`config.mk`:
```
export PLATFORM = sky130hd
export DESIGN_NAME = hvn_core
export DESIGN_NICKNAME = d
export VERILOG_FILES = /design/src/design/hvn_pkg.sv /design/src/design/hvn_mul.sv /design/src/design/hvn_core.sv
export SDC_FILE = /design/constraint.sdc
export NUM_CORES = 2
export LEC_CHECK = 0
export ABC_AREA = 1
export BUFFER_PORTS_ARGS = -buffer_cell sky130_fd_sc_hd__buf_2
export CORE_MARGIN = 2
export CORE_UTILIZATION = 39
export DETAILED_ROUTE_END_ITERATION = 16
export GPL_TIMING_DRIVEN = 0
export PLACE_DENSITY_LB_ADDON = 0.2
export REMOVE_ABC_BUFFERS = 1
export SYNTH_ARGS = -nofsm -noshare
export SYNTH_HDL_FRONTEND = slang
export SYNTH_SLANG_ARGS = --single-unit
```
`constraint.sdc`:
```
create_clock -name aclk -period 11.88 [get_ports aclk]
set_input_delay 2.376 -clock aclk [delete_from_list [all_inputs] [get_ports aclk]]
set_output_delay 2.376 -clock aclk [all_outputs]
set_load 0.005 [all_outputs]
```
`src/design/hvn_pkg.sv`:
```
// Package for the heightmap vertex and normal generator.
// Holds the result record, register indexes and reset values, sequencer states, row-slot helpers and the normal clamp.
// No dependencies.
package hvn_pkg;

    // Configuration register indexes.
    typedef enum logic [1:0] {
        CFG_GRID_WIDTH   = 2'd0,
        CFG_GRID_DEPTH   = 2'd1,
        CFG_UNIT_SCALE   = 2'd2,
        CFG_HEIGHT_SCALE = 2'd3
    } hvn_cfg_idx_t;

    // Register reset values.
    localparam logic [10:0] GRID_DIM_RESET     = 11'd1;
    localparam logic [23:0] UNIT_SCALE_RESET   = 24'd6554;
    localparam logic [23:0] HEIGHT_SCALE_RESET = 24'd26;

    // Normal used when all three unnormalized normal components are zero.
    localparam logic signed [15:0] NORMAL_ONE = 16'sd32767;

    // Sequencer states of the vertex engine.
    typedef enum logic [2:0] {
        ST_IDLE,
        ST_LOAD,
        ST_MUL,
        ST_NORM,
        ST_SQ,
        ST_ROOT,
        ST_DIV,
        ST_DONE
    } hvn_state_t;

    // One emitted vertex.
    typedef struct packed {
        logic               last_vertex;
        logic signed [15:0] normal_z;
        logic signed [15:0] normal_y;
        logic signed [15:0] normal_x;
        logic [31:0]        pos_z;
        logic [31:0]        pos_y;
        logic [31:0]        pos_x;
        logic [19:0]        vertex_index;
    } hvn_result_t;

    // Line-store slot of the previous row (rows rotate through three slots).
    function automatic logic [1:0] slot_prev(input logic [1:0] s);
        logic [1:0] r;
        case (s)
            2'd0:    r = 2'd2;
            2'd1:    r = 2'd0;
            default: r = 2'd1;
        endcase
        return r;
    endfunction

    // Line-store slot of the next row.
    function automatic logic [1:0] slot_next(input logic [1:0] s);
        logic [1:0] r;
        case (s)
            2'd0:    r = 2'd1;
            2'd1:    r = 2'd2;
            default: r = 2'd0;
        endcase
        return r;
    endfunction

    // Clamp a rounded quotient and apply the sign of the component.
    function automatic logic signed [15:0] norm_fix(input logic [15:0] q, input logic neg);
        logic [15:0] r;
        if (neg) begin
            r = (q > 16'd32768) ? 16'd32768 : q;
            r = 16'd0 - r;
        end else begin
            r = (q > 16'd32767) ? 16'd32767 : q;
        end
        return $signed(r);
    endfunction

endpackage

```
`src/design/hvn_mul.sv`:
```
// Shared 32 by 32 unsigned multiplier with a registered product.
// Used by the vertex engine for every product. Uses hvn_pkg.
module hvn_mul import hvn_pkg::*; (
    input  logic        aclk,
    input  logic [31:0] mul_a,
    input  logic [31:0] mul_b,
    output logic [63:0] mul_p
);
    always_ff @(posedge aclk) begin
        mul_p <= 64'(mul_a) * 64'(mul_b);
    end
endmodule

```
`src/design/hvn_core.sv`:
```
// Vertex engine: reads the five neighbor samples, forms positions and the
// Q1.15 normal through one shared multiplier and one shared subtractor.
// Depends on hvn_pkg and hvn_mul.
module hvn_core import hvn_pkg::*; #(
    parameter int MAX_WIDTH = 1024,
    parameter int MAX_DEPTH = 1024
) (
    input  logic                           aclk,
    input  logic                           aresetn,
    input  logic                           start,
    input  logic [$clog2(MAX_WIDTH)-1:0]   x_in,
    input  logic [$clog2(MAX_DEPTH)-1:0]   z_in,
    input  logic [1:0]                     slot_in,
    input  logic [$clog2(MAX_WIDTH+1)-1:0] w_in,
    input  logic [$clog2(MAX_DEPTH+1)-1:0] d_in,
    input  logic [23:0]                    unit_scale,
    input  logic [23:0]                    height_scale,
    output logic                           idle,
    output logic [1:0]                     rd_slot,
    output logic [$clog2(MAX_WIDTH)-1:0]   rd_col,
    input  logic [7:0]                     rd_data,
    output logic                           res_valid,
    input  logic                           res_ack,
    output hvn_result_t                    result
);
    localparam int XW = $clog2(MAX_WIDTH);
    localparam int ZW = $clog2(MAX_DEPTH);

    hvn_state_t  state_reg, state_next;
    logic [5:0]  cnt_reg, cnt_next;
    logic [1:0]  ci_reg, ci_next;
    logic [XW-1:0] x_reg, x_next;
    logic [ZW-1:0] z_reg, z_next;
    logic [1:0]  slot_reg, slot_next_v;
    logic [7:0]  h_reg [5];
    logic [7:0]  h_next [5];
    logic [33:0] ma_reg, ma_next, mb_reg, mb_next, mc_reg, mc_next;
    logic [31:0] t_reg, t_next;
    logic [63:0] acc_reg, acc_next;
    logic [63:0] r_reg, r_next;
    logic [31:0] n_reg, n_next;
    logic [31:0] rem_reg, rem_next;
    logic [15:0] nlo_reg, nlo_next;
    logic [15:0] q_reg, q_next;
    hvn_result_t res_reg, res_next;

    logic [31:0] mul_a, mul_b;
    logic [63:0] mul_p;
    logic [64:0] sub_a, sub_b, sub_d;
    logic        borrow;

    logic [XW-1:0]      xl, xr;
    logic [1:0]         slot_l, slot_r;
    logic               x_edge, z_edge;
    logic signed [10:0] sx, sy;
    logic [9:0]         sx_abs, sy_abs;
    logic [33:0]        m_max;
    logic [63:0]        root_bit;
    logic [32:0]        rem2;
    logic [46:0]        num;
    logic [30:0]        mag;
    logic               mag_neg;

    hvn_mul u_mul (
        .aclk  (aclk),
        .mul_a (mul_a),
        .mul_b (mul_b),
        .mul_p (mul_p)
    );

    // Neighbor coordinates with clamping at the grid border.
    always_comb begin
        xl     = (x_reg != '0) ? x_reg - 1'b1 : x_reg;
        xr     = (32'(x_reg) + 1 < 32'(w_in)) ? x_reg + 1'b1 : x_reg;
        slot_l = (z_reg != '0) ? slot_prev(slot_reg) : slot_reg;
        slot_r = (32'(z_reg) + 1 < 32'(d_in)) ? slot_next(slot_reg) : slot_reg;
        x_edge = (x_reg == '0) || (32'(x_reg) + 1 == 32'(w_in));
        z_edge = (z_reg == '0) || (32'(z_reg) + 1 == 32'(d_in));
    end

    // Central differences, doubled at border vertices.
    always_comb begin
        sx = $signed({3'b000, h_reg[2]}) - $signed({3'b000, h_reg[1]});
        sy = $signed({3'b000, h_reg[4]}) - $signed({3'b000, h_reg[3]});
        if (x_edge) begin
            sx = sx <<< 1;
        end
        if (z_edge) begin
            sy = sy <<< 1;
        end
        sx_abs = sx[10] ? 10'(-sx) : 10'(sx);
        sy_abs = sy[10] ? 10'(-sy) : 10'(sy);
        m_max  = (ma_reg > mb_reg) ? ma_reg : mb_reg;
        if (mc_reg > m_max) begin
            m_max = mc_reg;
        end
    end

    // Shared subtractor operands for the square root and the divider.
    always_comb begin
        root_bit = 64'd1 << (6'd62 - {cnt_reg[4:0], 1'b0});
        rem2     = {rem_reg, nlo_reg[15]};
        case (ci_reg)
            2'd0:    begin mag = ma_reg[30:0]; mag_neg = (sx > 0); end
            2'd1:    begin mag = mb_reg[30:0]; mag_neg = 1'b0;     end
            default: begin mag = mc_reg[30:0]; mag_neg = (sy > 0); end
        endcase
        num = {1'b0, mag, 15'd0} + 47'(n_reg >> 1);
        if (state_reg == ST_ROOT) begin
            sub_a = {1'b0, acc_reg};
            sub_b = {1'b0, r_reg + root_bit};
        end else begin
            sub_a = 65'(rem2);
            sub_b = 65'(n_reg);
        end
        sub_d  = sub_a - sub_b;
        borrow = sub_d[64];
    end

    // Shared multiplier operand selection.
    always_comb begin
        mul_a = '0;
        mul_b = '0;
        if (state_reg == ST_MUL) begin
            case (cnt_reg)
                6'd0: begin mul_a = 32'(sx_abs);   mul_b = 32'(height_scale); end
                6'd1: begin mul_a = 32'(sy_abs);   mul_b = 32'(height_scale); end
                6'd2: begin mul_a = 32'(x_reg);    mul_b = 32'(unit_scale);   end
                6'd3: begin mul_a = 32'(z_reg);    mul_b = 32'(unit_scale);   end
                6'd4: begin mul_a = 32'(h_reg[0]); mul_b = 32'(height_scale); end
                6'd5: begin mul_a = 32'(z_reg);    mul_b = 32'(w_in);         end
                6'd6: begin mul_a = t_reg;         mul_b = 32'(unit_scale);   end
                default: begin mul_a = '0;         mul_b = '0;                end
            endcase
        end else if (state_reg == ST_SQ) begin
            case (cnt_reg)
                6'd0:    begin mul_a = ma_reg[31:0]; mul_b = ma_reg[31:0]; end
                6'd1:    begin mul_a = mb_reg[31:0]; mul_b = mb_reg[31:0]; end
                6'd2:    begin mul_a = mc_reg[31:0]; mul_b = mc_reg[31:0]; end
                default: begin mul_a = '0;           mul_b = '0;           end
            endcase
        end
    end

    // Sequencer: next state and datapath updates.
    always_comb begin
        state_next  = state_reg;
        cnt_next    = cnt_reg;
        ci_next     = ci_reg;
        x_next      = x_reg;
        z_next      = z_reg;
        slot_next_v = slot_reg;
        h_next      = h_reg;
        ma_next     = ma_reg;
        mb_next     = mb_reg;
        mc_next     = mc_reg;
        t_next      = t_reg;
        acc_next    = acc_reg;
        r_next      = r_reg;
        n_next      = n_reg;
        rem_next    = rem_reg;
        nlo_next    = nlo_reg;
        q_next      = q_reg;
        res_next    = res_reg;
        rd_slot     = slot_reg;
        rd_col      = x_reg;

        case (state_reg)
            ST_IDLE: begin
                if (start) begin
                    x_next      = x_in;
                    z_next      = z_in;
                    slot_next_v = slot_in;
                    cnt_next    = '0;
                    state_next  = ST_LOAD;
                end
            end

            // Issue five reads; each sample returns in the cycle after its read.
            ST_LOAD: begin
                case (cnt_reg)
                    6'd1:    begin rd_slot = slot_reg; rd_col = xl;    end
                    6'd2:    begin rd_slot = slot_reg; rd_col = xr;    end
                    6'd3:    begin rd_slot = slot_l;   rd_col = x_reg; end
                    6'd4:    begin rd_slot = slot_r;   rd_col = x_reg; end
                    default: begin rd_slot = slot_reg; rd_col = x_reg; end
                endcase
                if (cnt_reg != '0) begin
                    h_next[3'(cnt_reg - 6'd1)] = rd_data;
                end
                cnt_next = cnt_reg + 1'b1;
                if (cnt_reg == 6'd5) begin
                    cnt_next   = '0;
                    mb_next    = {9'd0, unit_scale, 1'b0};
                    state_next = ST_MUL;
                end
            end

            // Products, one issued per cycle, each captured in the cycle after its issue.
            ST_MUL: begin
                cnt_next = cnt_reg + 1'b1;
                case (cnt_reg)
                    6'd0: begin
                        res_next.last_vertex = (32'(x_reg) + 1 == 32'(w_in)) &&
                                               (32'(z_reg) + 1 == 32'(d_in));
                    end
                    6'd1: ma_next = mul_p[33:0];
                    6'd2: mc_next = mul_p[33:0];
                    6'd3: res_next.pos_x = (mul_p[63:32] != '0) ? '1 : mul_p[31:0];
                    6'd4: res_next.pos_z = (mul_p[63:32] != '0) ? '1 : mul_p[31:0];
                    6'd5: t_next = mul_p[31:0];
                    6'd6: res_next.vertex_index = mul_p[19:0] + 20'(x_reg);
                    6'd7: begin
                        res_next.pos_y = (mul_p[63:48] != '0) ? '1 : mul_p[47:16];
                        cnt_next = '0;
                        if (m_max == '0) begin
                            res_next.normal_x = '0;
                            res_next.normal_y = NORMAL_ONE;
                            res_next.normal_z = '0;
                            state_next        = ST_DONE;
                        end else begin
                            state_next = ST_NORM;
                        end
                    end
                    default: cnt_next = '0;
                endcase
            end

            // Bring the largest magnitude into [2^30, 2^31).
            ST_NORM: begin
                if (m_max[33:31] != '0) begin
                    ma_next = ma_reg >> 1;
                    mb_next = mb_reg >> 1;
                    mc_next = mc_reg >> 1;
                end else if (m_max[30:26] == '0) begin
                    ma_next = ma_reg << 4;
                    mb_next = mb_reg << 4;
                    mc_next = mc_reg << 4;
                end else if (!m_max[30]) begin
                    ma_next = ma_reg << 1;
                    mb_next = mb_reg << 1;
                    mc_next = mc_reg << 1;
                end else begin
                    cnt_next   = '0;
                    state_next = ST_SQ;
                end
            end

            // Sum of squares.
            ST_SQ: begin
                cnt_next = cnt_reg + 1'b1;
                if (cnt_reg == '0) begin
                    acc_next = '0;
                end else begin
                    acc_next = acc_reg + mul_p;
                end
                if (cnt_reg == 6'd3) begin
                    cnt_next   = '0;
                    r_next     = '0;
                    state_next = ST_ROOT;
                end
            end

            // Integer square root, one result bit per cycle.
            ST_ROOT: begin
                if (!borrow) begin
                    acc_next = sub_d[63:0];
                    r_next   = (r_reg >> 1) + root_bit;
                end else begin
                    r_next = r_reg >> 1;
                end
                cnt_next = cnt_reg + 1'b1;
                if (cnt_reg == 6'd31) begin
                    n_next     = r_next[31:0];
                    cnt_next   = '0;
                    ci_next    = '0;
                    state_next = ST_DIV;
                end
            end

            // Rounded division of each magnitude by the norm, one quotient bit per cycle.
            ST_DIV: begin
                cnt_next = cnt_reg + 1'b1;
                if (cnt_reg == '0) begin
                    rem_next = 32'(num[46:16]);
                    nlo_next = num[15:0];
                    q_next   = '0;
                end else begin
                    rem_next = borrow ? rem2[31:0] : sub_d[31:0];
                    nlo_next = {nlo_reg[14:0], 1'b0};
                    q_next   = {q_reg[14:0], !borrow};
                end
                if (cnt_reg == 6'd16) begin
                    case (ci_reg)
                        2'd0:    res_next.normal_x = norm_fix(q_next, mag_neg);
                        2'd1:    res_next.normal_y = norm_fix(q_next, mag_neg);
                        default: res_next.normal_z = norm_fix(q_next, mag_neg);
                    endcase
                    cnt_next = '0;
                    if (ci_reg == 2'd2) begin
                        state_next = ST_DONE;
                    end else begin
                        ci_next = ci_reg + 1'b1;
                    end
                end
            end

            ST_DONE: begin
                if (res_ack) begin
                    state_next = ST_IDLE;
                end
            end

            default: state_next = ST_IDLE;
        endcase
    end

    // Control registers.
    always_ff @(posedge aclk) begin
        if (!aresetn) begin
            state_reg <= ST_IDLE;
            cnt_reg   <= '0;
            ci_reg    <= '0;
        end else begin
            state_reg <= state_next;
            cnt_reg   <= cnt_next;
            ci_reg    <= ci_next;
        end
    end

    // Datapath registers.
    always_ff @(posedge aclk) begin
        x_reg    <= x_next;
        z_reg    <= z_next;
        slot_reg <= slot_next_v;
        h_reg    <= h_next;
        ma_reg   <= ma_next;
        mb_reg   <= mb_next;
        mc_reg   <= mc_next;
        t_reg    <= t_next;
        acc_reg  <= acc_next;
        r_reg    <= r_next;
        n_reg    <= n_next;
        rem_reg  <= rem_next;
        nlo_reg  <= nlo_next;
        q_reg    <= q_next;
        res_reg  <= res_next;
    end

    assign idle      = (state_reg == ST_IDLE);
    assign res_valid = (state_reg == ST_DONE);
    assign result    = res_reg;

    // The largest magnitude is normalized before the squares are formed.
    a_norm_range: assert property (@(posedge aclk) disable iff (!aresetn)
        (state_reg == ST_SQ) |-> (m_max[33:30] == 4'b0001))
        else $error("magnitudes not normalized before squaring");

    // The root of a normalized sum is at least 2^30.
    a_root_range: assert property (@(posedge aclk) disable iff (!aresetn)
        (state_reg == ST_DIV) |-> (n_reg[31:30] != 2'b00))
        else $error("norm below 2^30 in division");

    // A result appears only after the product pass or the last division.
    a_done_entry: assert property (@(posedge aclk) disable iff (!aresetn)
        $rose(res_valid) |-> ($past(state_reg) == ST_MUL || $past(state_reg) == ST_DIV))
        else $error("result raised from an unexpected state");

endmodule

```
==> Yosys cells after proc, flatten, opt, wreduce, memory -nomap -nowiden <==
Index checks and enable logic that the tools add are counted.
{ "word_totals": {"ff_bits": 659, "latchBits": 0, "inputBits": 104, "elab_cells": 248, "mem_bits_ro": 0, "n_memories": 0, "ramBits": 0} }
{ "op_classes": {"n_lt_le_gt_ge": 10, "addsub": 19, "n_div": 0, "n_bitwise": 1, "shifts": 1, "multipliers": 1, "muxes": 93, "n_eq_ne": 41, "n_reduce_logical": 50} }
{ "op_table": {"columns": ["cell", "n"], "rows": [
  ["$mux 34", 14],
  ["$mux 64", 6],
  ["$pmux 64 s2", 2],
  ["$pmux 34 s2", 3],
  ["$pmux 32 s6", 1],
  ["$mux 32", 5],
  ["$mux 16", 9],
  ["$mux 48", 3],
  ["$add 64x64->64", 2],
  ["$pmux 32 s3", 1],
  ["$pmux 48 s2", 1],
  ["$pmux 24 s3", 1],
  ["$gt 34x34->1", 2],
  ["$sub 65x65->65", 1],
  ["$add 63x64->64", 1],
  ["$lt 32x11->1", 2],
  ["$mul 32x32->64", 1],
  ["$shl 1x6->64 const A", 1],
  ["$pmux 31 s2", 1],
  ["$mux 6", 9],
  ["$mux 10", 5],
  ["$add 46x31->47", 1],
  ["$pmux 6 s7", 1],
  ["$bwmux 40", 1],
  ["other kinds (64)", 142]
]} }

==> Depth between registers and ports, before layout <==
{ "logic_depth": {"ltp_word": 15, "depth_mapped": 55, "ltp_nobuf": 54} }

==> Modules after synthesis <==
Synthesis repeated with hierarchy kept, for this count alone.
{ "unflattened": {"hier_cells": 11931, "area_unflattened_um2": 87249.9} }
{ "by_module_without_submodules": {"columns": ["mod", "instances", "area_each_um2", "cells_each"], "rows": [
  ["hvn_core", 1, 50068.0, 6937],
  ["hvn_mul", 1, 37181.9, 4994]
]} }

==> Least setup slack after synthesis <==
Ideal clock, no wire load.
{ "synth_timing": {"path_kind": "input port to flip-flop", "from": "in w_in[3]", "to": "reg u_mul.mul_p[60]", "cell_stages": 43, "path_slack_ps": 1415, "setup_time_ps": 127, "t_arrival_ps": 10338, "path_cell_list": "inv_1 > ha_1 > inv_1 > nor3_1 > nand3_1 > nand2_8 > inv_2 > nand2_1 > o21ai_0 > inv_1 > ha_1 > nand3_4 > nor2_4 > nand4_4 > nand2_1 > nand2_1 > nand3_1 > nand4_2 > (+7 left out) > inv_1 > fa_1 > inv_1 > fa_1 > fa_1 > fa_1 > fa_1 > inv_1 > ha_1 > a21oi_1 > inv_1 > a31oi_1 > nand2_1 > a31oi_1 > o21ai_0 > a31oi_1 > o21ai_0 > xor2_1"} }
{ "synth_via": {"elab_chain_cells": 8} }
{ "synth_lines": {"columns": ["item", "line", "text"], "rows": [
  ["start: declaration", "hvn_core.sv:14", "input logic [$clog2(MAX_WIDTH+1)-1:0] w_in,"],
  ["$eq 11x11->1", "hvn_core.sv:77", "x_edge = (x_reg == '0) || (32'(x_reg) + 1 == 32'(w_in));"],
  ["$logic_or 1x1->1", "hvn_core.sv:77", null],
  ["$mux 9", "hvn_core.sv:85", "if (x_edge) begin"],
  ["$neg 10->10", "hvn_core.sv:91", "sx_abs = sx[10] ? 10'(-sx) : 10'(sx);"],
  ["$mux 10", "hvn_core.sv:91", null],
  ["$pmux 32 s6", "hvn_core.sv:125", "case (cnt_reg)"],
  ["$mux 32", "hvn_core.sv:124", "if (state_reg == ST_MUL) begin"],
  ["$mul 32x32->64 (*)", "hvn_mul.sv:10", "mul_p <= 64'(mul_a) * 64'(mul_b);"],
  ["end signal: assignment", "hvn_mul.sv:10", null],
  ["end: declaration", "hvn_mul.sv:7", "output logic [63:0] mul_p"]
]} }
Mark *: on every way between the ends. The rest lies on a longest branch, timed or not.
A chain may end at the register's enable or synchronous reset.

==> Final worst setup path <==
{ "layout_timing": {"from": "reg state_reg[1]", "to": "reg u_mul.mul_p[53]"} }
{ "layout_via": {"elab_chain_cells": 4} }
{ "layout_lines": {"columns": ["item", "line", "text"], "rows": [
  ["start: declaration", "hvn_core.sv:29", "hvn_state_t state_reg, state_next;"],
  ["start signal: assignment", "hvn_core.sv:325", "state_reg <= state_next;"],
  ["$eq 3x3->1", "hvn_core.sv:135", "end else if (state_reg == ST_SQ) begin"],
  ["$mux 32", "hvn_core.sv:135", null],
  ["$mux 32", "hvn_core.sv:124", null],
  ["$mul 32x32->64 (*)", "hvn_mul.sv:10", null]
]} }
Marked as above.

==> results.yml <==
synth:
  synth.yosys.seq_area_share: 0.228
  synthCells: 10800
  ys_async_sr_fraction: 0
  synth-edff-count: 584
  netlist_area_mm2: 0.0835
  synth-seq-cells: 659
  ys_top_cells_by_area: "fa_1 (22%), edfxtp_1 (21%), nand2_1 (11%)"
  yosys.cell_count.top_type: "nand2_1"
  synth_top_area_cell: "fa_1"
  synthTopCellsByCount: "nand2_1 (2,372), inv_1 (2,049), nor2_1 (1,016), fa_1 (902), a21oi_1 (657)"
  synth_cell_type_count: 72
  syn-mean-instance-area_um2: 7.73
  synthFlopType: "edfxtp_1"
  ys_warn_count: 0
  synthDominantCellAreaShare: 0.216
sta:
  fin_crit_ns: 11.81
  finalSetupTns_ns: 0
  period_share: 0.994
  finalClockSkew_ns: 0.0508
  holdWs_ns: 0.529
  setup_viol: 0
  fmax_ghz: 0.0847
  relSlewSlack: 0.119
  slew_viol_final: 0
  worst_pin_slew_ns: 1.32
  finalHoldViolCount: 0
global_routing:
  grt_pass1_wl_um: 499000
  grt_pass1_vias: 75000
  grt.total_usage: 0.308
  antenna_found_initial: 6
  grt-ovfl-total: 0
  grt_max_degree: 178
outcome:
  status: "completed"
cells_and_area:
  num-fill-cells: 21800
  area_delta_synth_final_pct: 10.2
  largest_register_ffs: 165
  drive_gt1_frac: 0.0726
  layout.nets: 12500
floorplan:
  io_pins: 283
  die-area_mm2: 0.218
  initial_utilization: 0.393
  coreArea_mm2: 0.212
  rows: 169
  die_x_um: 467
  die_h_um: 467
routing:
  drt_iter0_drc: 8042
  wirelength_um: 343000
  first_pass_iters: 8
  wire_per_inst_um: 24.8
  num_vias: 77000
  drcViolationCount: 0
  ant_nets: 0
  vias_per_cell: 5.57
worst_setup_path:
  r2r-start: "state_reg[1]"
  worst-path-max-fanout: 27
  r2r_setup_slack_ns: 0.07
  arrival_ns: 12.45
  path_class: "flip-flop to flip-flop"
  max_stage_delay_ns: 0.64
  cp-end-kind: "flip-flop"
  timing.rr.end: "u_mul.mul_p[53]"
  crit_path_start_kind: "flip-flop"
  rr_worst_depth: 34
  critPathRequiredTime_ns: 12.52
  slowest_stage: "nor2_4"
  critPathMostFrequentCell: "fa_1"
clocking:
  cts_tree: "done"
  cts_buffers: 86
  htreeDepth: 3
  holdBufCountCts: 0
  cts.sinks: 659
  cts_root_buf: "clkbuf_16"
  cts.clk_slew.worst_paths_ns: 0.06
  clock_latency_ns: 0.75
  clockBufferDepth: 3
hold_path:
  holdCritStartpoint: "nlo_reg[5]"
  hold_end: "nlo_reg[6]"
  hold_path_class: "flip-flop to flip-flop"
  hold_depth: 2
power_and_ir_drop:
  leakage_nw: 42.8
  power_density_mw_per_mm2: 185
  peakVddDrop_mv: 0.282
flow_run:
  max_cap_viol_count: 0
place:
  portBuffers: 282
  hpwl_um: 270000
  gp_congestion: 0.996
-- report_power, final --
part / leakage (nW) / switching, mW / internal [mW] / total [mW]
combinational: 35.5 / 7.69 / 2.91 / 10.6
sequential: 5.96 / 0.433 / 3.15 / 3.59
clock: 1.43 / 1.23 / 1.60 / 2.82
-- how the worst max path moves through the flow --
stage | endpoint | depth (start not counted) | startpoint
finish | u_mul.mul_p[53] | 34 | state_reg[1]
global route | u_mul.mul_p[58] | 44 | d_in[2]
CTS | u_mul.mul_p[52] | 37 | w_in[3]
detailed placement | u_mul.mul_p[52] | 43 | w_in[3]
global placement | acc_reg[59] | 19 | state_reg[2]
floorplan | acc_reg[0] | 19 | state_reg[2]
-- what timing repair did --
action	4_1_cts	5_1_grt
pin swaps	6	2
endpoints found under the hold margin	0	0
gates resized for setup	79	46
buffers inserted	17	15
gates cloned	14	9
setup endpoints to repair	52	23
-- layout make-up --
| class | count | area [um^2] | area share |
|---|---|---|---|
| well taps | 2821 | 3530 | 0.0384 |
| inverters | 2086 | 7970 | 0.0867 |
| clock buffers | 98 | 2230 | 0.0242 |
| repair buffers | 367 | 2700 | 0.0294 |
| repair inverters | 21 | 150 | 0.00163 |
| diodes | 3 | 7.51 | 0.0000816 |
| clock inverters | 60 | 747 | 0.00812 |
| multi-input cells | 7707 | 55600 | 0.605 |
| flip-flops and latches | 659 | 19000 | 0.207 |
-- worst max-delay path: cells and delay by family, from the launching register on --
family          cells  cell delay [ns]
compound gates      8             1.81
xor+xnor            1             0.17
fa+ha+maj           9             4.35
buf+inv            10             2.41
flops               1             0.41
simple gates        6             2.44
-- layer usage --
layer,part of all wire,GRT usage,up-vias
met1,0.43,0.427,37900
li1,-,-,34800
met2,0.44,0.473,3660
met4,0.044,0.121,6
met3,0.096,0.0593,621
met5,0.000096,0,-
-- cell families (layout without fill, tap and decap cells) --
family | Yosys count | in the layout | share of synthesized area
fa+ha+maj | 1511 | 1511 | 0.308
simple gates | 4161 | 4162 | 0.204
mux | 7 | 7 | 0.000840
other cells | 0 | 3 | 0
compound gates | 1786 | 1787 | 0.121
buf+inv | 2428 | 2632 | 0.113
flops | 659 | 659 | 0.228
xor+xnor | 240 | 240 | 0.0252
-- per-stage QoR --
| stage | util | instance area [um^2] | power, mW | setup WS, ns | std cells |
|---|---|---|---|---|---|
| after CTS | 0.431 | 91600 | 16.7 | 0.00479 | 13800 |
| after global placement | 0.409 | 86800 | 13.4 | -15.09 | 13600 |
| after floorplan | - | 81900 | 9.41 | -1.09 | 10500 |
| after global routing | 0.433 | 92000 | 18.0 | -0.00389 | 13800 |
| final | 0.433 | 92000 | 17.0 | 0.0749 | 13800 |
| after detailed placement | 0.415 | 88100 | 13.6 | -2.63 | 13600 |
-- placed cells by master, fill, tap and decap left out, types with 35 or more instances in the layout --
cell type and count:
a21o_1 44, a21oi_1 643, a31oi_1 86, buf_2 282, clkbuf_16 87, clkinvlp_4 54, dfxtp_1 74, edfxtp_1 584
fa_1 902, ha_1 609, inv_1 2017, nand2_1 2335, nand2_2 44, nand3_1 444, nand4_1 60, nor2_1 997
nor3_1 84, nor4_1 48, o211ai_1 57, o21ai_0 600, o21ai_1 53, o221ai_1 35, o22ai_1 70, or2_2 49
xnor2_1 103, xor2_1 137
No activity file was read; power rests on OpenSTA's default activity.
